### src/design/suv_pkg.sv
// ----------------------------------------------------------------------------
// suv_pkg
// Shared types and constants for the strict UTF-8 text validator.
// ----------------------------------------------------------------------------
package suv_pkg;

    localparam int unsigned BYTE_W  = 8;
    localparam int unsigned ACCUM_W = 21;

    localparam logic [BYTE_W-1:0]  CTRL_LIMIT     = 8'h20;
    localparam logic [BYTE_W-1:0]  DEL_CODE       = 8'h7f;
    localparam logic [BYTE_W-1:0]  ASCII_LIMIT    = 8'h80;
    localparam logic [4:0]         TWO_LEAD_MIN   = 5'd2;
    localparam logic [2:0]         FOUR_LEAD_MAX  = 3'd4;
    localparam logic [ACCUM_W-1:0] THREE_MIN      = 21'h000800;
    localparam logic [ACCUM_W-1:0] FOUR_MIN       = 21'h010000;
    localparam logic [ACCUM_W-1:0] CODE_MAX       = 21'h10ffff;
    localparam logic [ACCUM_W-1:0] SURR_LO        = 21'h00d800;
    localparam logic [ACCUM_W-1:0] SURR_HI        = 21'h00dfff;

    localparam logic [2:0] SEQ_NONE  = 3'd0;
    localparam logic [2:0] SEQ_TWO   = 3'd2;
    localparam logic [2:0] SEQ_THREE = 3'd3;
    localparam logic [2:0] SEQ_FOUR  = 3'd4;

    typedef struct packed {
        logic [1:0]         cont_left;
        logic [2:0]         seq_len;
        logic [ACCUM_W-1:0] accum;
        logic               error;
    } suv_state_t;

    localparam suv_state_t STATE_CLEAR = '{cont_left: 2'd0, seq_len: SEQ_NONE,
                                           accum: '0, error: 1'b0};

endpackage

### src/design/strict_utf8_text_validator_unit.sv
// ----------------------------------------------------------------------------
// strict_utf8_text_validator_unit
// Checks a byte stream, one string at a time, for strict UTF-8 text and
// returns one verdict beat on the last byte of each string.
//
//   channel | handshake                   | payload
//   --------+-----------------------------+----------------------
//   input   | byte_valid / byte_ready     | text_byte, is_last
//   output  | result_valid / result_ready | text_valid
//
// One byte per cycle sustained. A byte is held in the input register while
// the step logic updates the string state and, on the last byte, loads
// the result register. A stalled result blocks only a last byte; other bytes
// keep flowing. Reset clears the string state and both valid flags.
// ----------------------------------------------------------------------------
module strict_utf8_text_validator_unit
    import suv_pkg::*;
(
    input  logic              clk,
    input  logic              rst_n,
    input  logic              byte_valid,
    output logic              byte_ready,
    input  logic [BYTE_W-1:0] text_byte,
    input  logic              is_last,
    output logic              result_valid,
    input  logic              result_ready,
    output logic              text_valid
);

    logic              in_valid_reg;
    logic [BYTE_W-1:0] in_byte_reg;
    logic              in_last_reg;
    suv_state_t        state_reg;
    suv_state_t        state_next;
    logic              out_valid_reg;
    logic              out_data_reg;
    logic              verdict;
    logic              out_free;
    logic              consume;

    suv_step u_step (
        .state      (state_reg),
        .text_byte  (in_byte_reg),
        .is_last    (in_last_reg),
        .state_next (state_next),
        .text_valid (verdict)
    );

    assign out_free   = !out_valid_reg || result_ready;
    assign consume    = in_valid_reg && (!in_last_reg || out_free);
    assign byte_ready = !in_valid_reg || consume;

    always_ff @(posedge clk or negedge rst_n)
    begin
        if (!rst_n)
        begin
            in_valid_reg  <= 1'b0;
            out_valid_reg <= 1'b0;
            state_reg     <= STATE_CLEAR;
        end
        else
        begin
            if (byte_ready)
            begin
                in_valid_reg <= byte_valid;
            end
            if (consume)
            begin
                state_reg <= state_next;
            end
            if (consume && in_last_reg)
            begin
                out_valid_reg <= 1'b1;
            end
            else if (result_ready)
            begin
                out_valid_reg <= 1'b0;
            end
        end
    end

    always_ff @(posedge clk)
    begin
        if (byte_ready && byte_valid)
        begin
            in_byte_reg <= text_byte;
            in_last_reg <= is_last;
        end
        if (consume && in_last_reg)
        begin
            out_data_reg <= verdict;
        end
    end

    assign result_valid = out_valid_reg;
    assign text_valid   = out_data_reg;

`ifndef SYNTH
    a_result_from_last: assert property (@(posedge clk) disable iff (!rst_n)
        $rose(result_valid) |-> $past(consume && in_last_reg))
        else $error("result beat without a last byte");

    a_clear_after_last: assert property (@(posedge clk) disable iff (!rst_n)
        (consume && in_last_reg) |=> (state_reg == STATE_CLEAR))
        else $error("string state not cleared after last byte");

    a_seq_matches_cont: assert property (@(posedge clk) disable iff (!rst_n)
        (!state_reg.error && (state_reg.cont_left != 2'd0)) |->
        (state_reg.seq_len > {1'b0, state_reg.cont_left}))
        else $error("open sequence length below continuations left");

    a_no_overwrite: assert property (@(posedge clk) disable iff (!rst_n)
        (result_valid && !result_ready) |-> !(consume && in_last_reg))
        else $error("pending result overwritten");
`endif

endmodule

### src/design/suv_step.sv
// ----------------------------------------------------------------------------
// suv_step
// Next-state and verdict logic for one byte of the string.
// ----------------------------------------------------------------------------
module suv_step
    import suv_pkg::*;
(
    input  suv_state_t        state,
    input  logic [BYTE_W-1:0] text_byte,
    input  logic              is_last,
    output suv_state_t        state_next,
    output logic              text_valid
);

    suv_state_t         upd;
    logic [ACCUM_W-1:0] cp;
    logic [1:0]         cont_dec;

    assign cp       = {state.accum[ACCUM_W-7:0], text_byte[5:0]};
    assign cont_dec = state.cont_left - 2'd1;

    always_comb
    begin
        upd = state;
        if (!state.error)
        begin
            if (state.cont_left == 2'd0)
            begin
                if ((text_byte < CTRL_LIMIT) || (text_byte == DEL_CODE))
                begin
                    upd.error = 1'b1;
                end
                else if (text_byte < ASCII_LIMIT)
                begin
                    upd = state;
                end
                else if (text_byte[7:5] == 3'b110)
                begin
                    upd.accum = {16'd0, text_byte[4:0]};
                    if (text_byte[4:0] < TWO_LEAD_MIN)
                    begin
                        upd.error = 1'b1;
                    end
                    else
                    begin
                        upd.seq_len   = SEQ_TWO;
                        upd.cont_left = 2'd1;
                    end
                end
                else if (text_byte[7:4] == 4'b1110)
                begin
                    upd.accum     = {17'd0, text_byte[3:0]};
                    upd.seq_len   = SEQ_THREE;
                    upd.cont_left = 2'd2;
                end
                else if (text_byte[7:3] == 5'b11110)
                begin
                    upd.accum = {18'd0, text_byte[2:0]};
                    if (text_byte[2:0] > FOUR_LEAD_MAX)
                    begin
                        upd.error = 1'b1;
                    end
                    else
                    begin
                        upd.seq_len   = SEQ_FOUR;
                        upd.cont_left = 2'd3;
                    end
                end
                else
                begin
                    upd.error = 1'b1;
                end
            end
            else if (text_byte[7:6] != 2'b10)
            begin
                upd.error = 1'b1;
            end
            else
            begin
                upd.accum     = cp;
                upd.cont_left = cont_dec;
                if (cont_dec == 2'd0)
                begin
                    if (((state.seq_len == SEQ_THREE) && (cp < THREE_MIN)) ||
                        ((state.seq_len == SEQ_FOUR) && (cp < FOUR_MIN)) ||
                        (cp > CODE_MAX) ||
                        ((cp >= SURR_LO) && (cp <= SURR_HI)))
                    begin
                        upd.error = 1'b1;
                    end
                    upd.seq_len = SEQ_NONE;
                    upd.accum   = '0;
                end
            end
        end
    end

    assign text_valid = !upd.error && (upd.cont_left == 2'd0);
    assign state_next = is_last ? STATE_CLEAR : upd;

endmodule
### config.mk
export PLATFORM = sky130hd
export DESIGN_NAME = strict_utf8_text_validator_unit
export DESIGN_NICKNAME = d
export VERILOG_FILES = /design/src/design/suv_pkg.sv /design/src/design/strict_utf8_text_validator_unit.sv /design/src/design/suv_step.sv
export SDC_FILE = /design/constraint.sdc
export NUM_CORES = 1
export LEC_CHECK = 0
export CAP_MARGIN = 40
export CORE_ASPECT_RATIO = 0.75
export CORE_UTILIZATION = 65
export DETAILED_ROUTE_END_ITERATION = 8
export DONT_BUFFER_PORTS = 1
export PLACE_DENSITY = 0.78
export SLEW_MARGIN = 25
export SYNTH_ARGS = -nofsm -noshare
export SYNTH_HDL_FRONTEND = slang
export SYNTH_SLANG_ARGS = --single-unit
export TNS_END_PERCENT = 1
### constraint.sdc
create_clock -name clk -period 4.4 [get_ports clk]
set_input_delay 0.66 -clock clk [delete_from_list [all_inputs] [get_ports clk]]
set_output_delay 0.66 -clock clk [all_outputs]
set_load 0.1 [all_outputs]
==> results_dict.tcl <==
set metrics [dict create \
    status "finished clean" \
    post_cts_hold_buffer_count 0 \
    max_ffs_per_register 21 \
    cts_resized 0 \
    area_growth_synth_to_finish_pct 7.07 \
    hpwlAfterDp_um 2550 \
    detail_route.drc_violations 0 \
    source_of_the_worst_register_to_register_timing_path "state_reg[25]$_DFFE_PN0P_" \
    power.combinational.fraction_pct 29.3 \
    yosys_warnings 0 \
    postRouteWirelength_um 3600 \
    min_period_over_period_pct 51.6 \
    wire_per_inst_um 16.7 \
    synth_area_sq_um 1800 \
    max_slew.worst_pin.slew_ns 0.893 \
    syn-mean-instance-area_sq_um 10.2 \
    synthTopCellsByCount "nand2_1 (27), dfrtp_1 (23), inv_1 (16), mux2i_1 (13), edfxtp_1 (10)" \
    tritoncts "done" \
    tritoncts.num_buffers 5 \
    cp_data_arrival_time_ns 2.39 \
    end_kind "flop" \
    min_tclk_post_route_ns 2.27 \
    start_kind "flop" \
    nNetsFinal 194 \
    timing.setup.critical_path_class "reg -> reg" \
    clock_latency_ns 0.29 \
    crit_required_ns 4.52 \
    grt_setup_unrepaired "false" \
    fmax_mhz 441 \
    power.density_nw_per_um2 510 \
    syn-num-nets 192 \
    post-cts-setup-buffers 0 \
    cap_viol_max_count 0 \
    p_sw_mw 0.342 \
    ys_ff_latch 33 \
    synth.top_cell.area_share_pct 31.9 \
    synth_most_common_cell "nand2_1" \
    p_int_mw 0.643 \
    dp.cells 208 \
    netSwitchingFraction_pct 34.7 \
    yosysUniqueCellTypes 44 \
    gpl.final_weighted_congestion 0.879 \
    rrSetupSlack_ns 2.13 \
    stdcell_area_sq_um 1930 \
    final.setup_skew_ns 0.00512 \
    detail_route.first_pass.iterations 4 \
    final_antenna_violating_net_count 0 \
    core-area_sq_um 2620 \
    floorplan.rows 16 \
    die-area_sq_um 2990 \
    sequentialPowerShare_pct 42.5 \
    worst_ir_drop_on_vdd_v 0.000326 \
    worstPathMaxFanout 10 \
    track_usage_pct 27.6 \
    setup_tns_after_final_layout_ns 0 \
    min-delay-path-class "in -> async" \
    n_antenna_cell 0 \
    ys_seq_area_share_pct 48.5 \
    synthDominantAreaCellType "dfrtp_1" \
    clk_pin_slew_ns 0.07 \
    post_dp_cell_area_sq_um 1820 \
    clock_path_buffers 2 \
    maxSlewHeadroom_pct 40.6 \
    synthCells 177 \
    p_leak_nw 0.823 \
    finalHoldViolCount 0 \
    share_of_layout_cells_above_drive_strength_1_pct 10.0 \
    synth-edff-count 10 \
    ys_top_cells_by_area "dfrtp_1 (32%), edfxtp_1 (17%), mux2i_1 (7.2%)" \
    slew_violations 0 \
    route.vias.total 1302 \
    grt_pass1_wl_um 5810 \
    layoutNonFillerInstCount 216 \
    portBuffers 0 \
    detailedRoute.firstIterationViolations 85 \
    grt_start_max_net_pins 24 \
    ys_async_sr_fraction_pct 69.7 \
    detail_route.vias_per_cell 6.03 \
    remaining_global_route_overflow 0 \
    grt_antenna_before_repair 0 \
    critical_path.reg2reg.endpoint "text_valid$_DFFE_PP_" \
    cts_max_level 2 \
    finish.utilization_pct 73.7 \
    reg2reg_depth 7 \
    vias_in_the_first_global_route 1252 \
    die_height_um 47.6 \
    clock_sinks 33 \
    chipWidth_um 62.8 \
    ctsRootBufferMaster "clkbuf_8" \
    pwr-share-clk_pct 28.2 \
    initial_utilization_pct 68.8 \
    report.final.setup_viol 0 \
    ios 16 \
    main_flop_type_after_synthesis "dfrtp_1" \
]
==> power groups by stage <==
stage | Combinational [mW] | Sequential [mW] | Clock [mW]
detailed placement | 0.284 | 0.423 | 0
finish | 0.289 | 0.419 | 0.278
CTS | 0.287 | 0.418 | 0.280
floorplan | 0.255 | 0.405 | 0
global route | 0.319 | 0.427 | 0.294
global placement | 0.272 | 0.421 | 0
==> critical path, cell delays in order, from the launching register on <==
cell and delay (ns):
dfrtp_1 0.46, inv_1 0.13, ha_1 0.37, inv_2 0.15
or3_1 0.39, nor3_1 0.24, a22oi_2 0.12, nor3_1 0.24
==> placed cells by master (no fill, tap or decap), types with 2 or more instances in the layout <==
cell,instances
o2bb2ai_1,3
inv_1,16
o21ai_1,2
a22o_1,2
mux2_1,2
a41o_1,2
nand3b_1,2
o21ai_0,6
nor2b_1,2
mux2i_1,13
ha_1,2
nor2_1,8
nand3_1,6
nor3_1,5
edfxtp_1,10
nor4_1,3
and2b_1,2
nand2b_1,3
nand2_1,27
nor3b_1,3
nand4_1,2
or2_1,2
clkbuf_8,5
dfrtp_1,23
and2_1,3
a21oi_1,6
==> cell families after synthesis <==
kind of cell	synth area share (%)
buffers and inverters	6.17
AND/OR/NAND/NOR	21.5
multiplexers	8.46
adder cells (fa/ha/maj)	1.39
flip-flops	48.5
AO/OA/AOI/OAI	13.9
==> cell type report <==
| cell class | count | area [sq um] |
|---|---|---|
| flip-flops and latches | 33 | 876 |
| multi-input cells | 120 | 817 |
| clock buffers | 6 | 72.6 |
| fillers | 193 | 691 |
| repair buffers | 2 | 22.5 |
| clock inverters | 2 | 35.0 |
| well taps | 36 | 45.0 |
| inverters | 17 | 63.8 |
==> how the worst max path moves through the flow <==
stage,from,end,slack [ns],depth (start not counted)
final,state_reg[25]$_DFFE_PN0P_,text_valid$_DFFE_PP_,2.13,7
after CTS,state_reg[25]$_DFFE_PN0P_,text_valid$_DFFE_PP_,2.14,7
after global routing,state_reg[25]$_DFFE_PN0P_,text_valid$_DFFE_PP_,2.01,7
after detailed placement,state_reg[25]$_DFFE_PN0P_,text_valid$_DFFE_PP_,2.18,7
after global placement,result_valid$_DFFE_PN0P_,in_byte_reg[0]$_DFFE_PP_,1.82,4
after floorplan,result_valid$_DFFE_PN0P_,in_byte_reg[0]$_DFFE_PP_,1.53,3
==> per-layer routing <==
| layer | GRT usage [%] | vias up | routed length, um |
|---|---|---|---|
| li1 | - | 626 | - |
| met1 | 37.9 | 618 | 1680 |
| met2 | 42.2 | 51 | 1620 |
| met3 | 6.43 | 7 | 231 |
| met4 | 14.4 | 0 | 59 |
| met5 | 0 | - | 0 |
==> through the flow <==
step,hold slack (ns),power (mW),setup WS (ns)
6_report,0.0555,0.985,2.13
3_5_place_dp,0.365,0.707,2.18
3_3_place_gp,0.365,0.693,1.82
5_1_grt,0.0483,1.04,2.01
4_1_cts,0.0540,0.984,2.14
2_1_floorplan,0.364,0.660,1.53
Power figures use the tool's default switching activity.
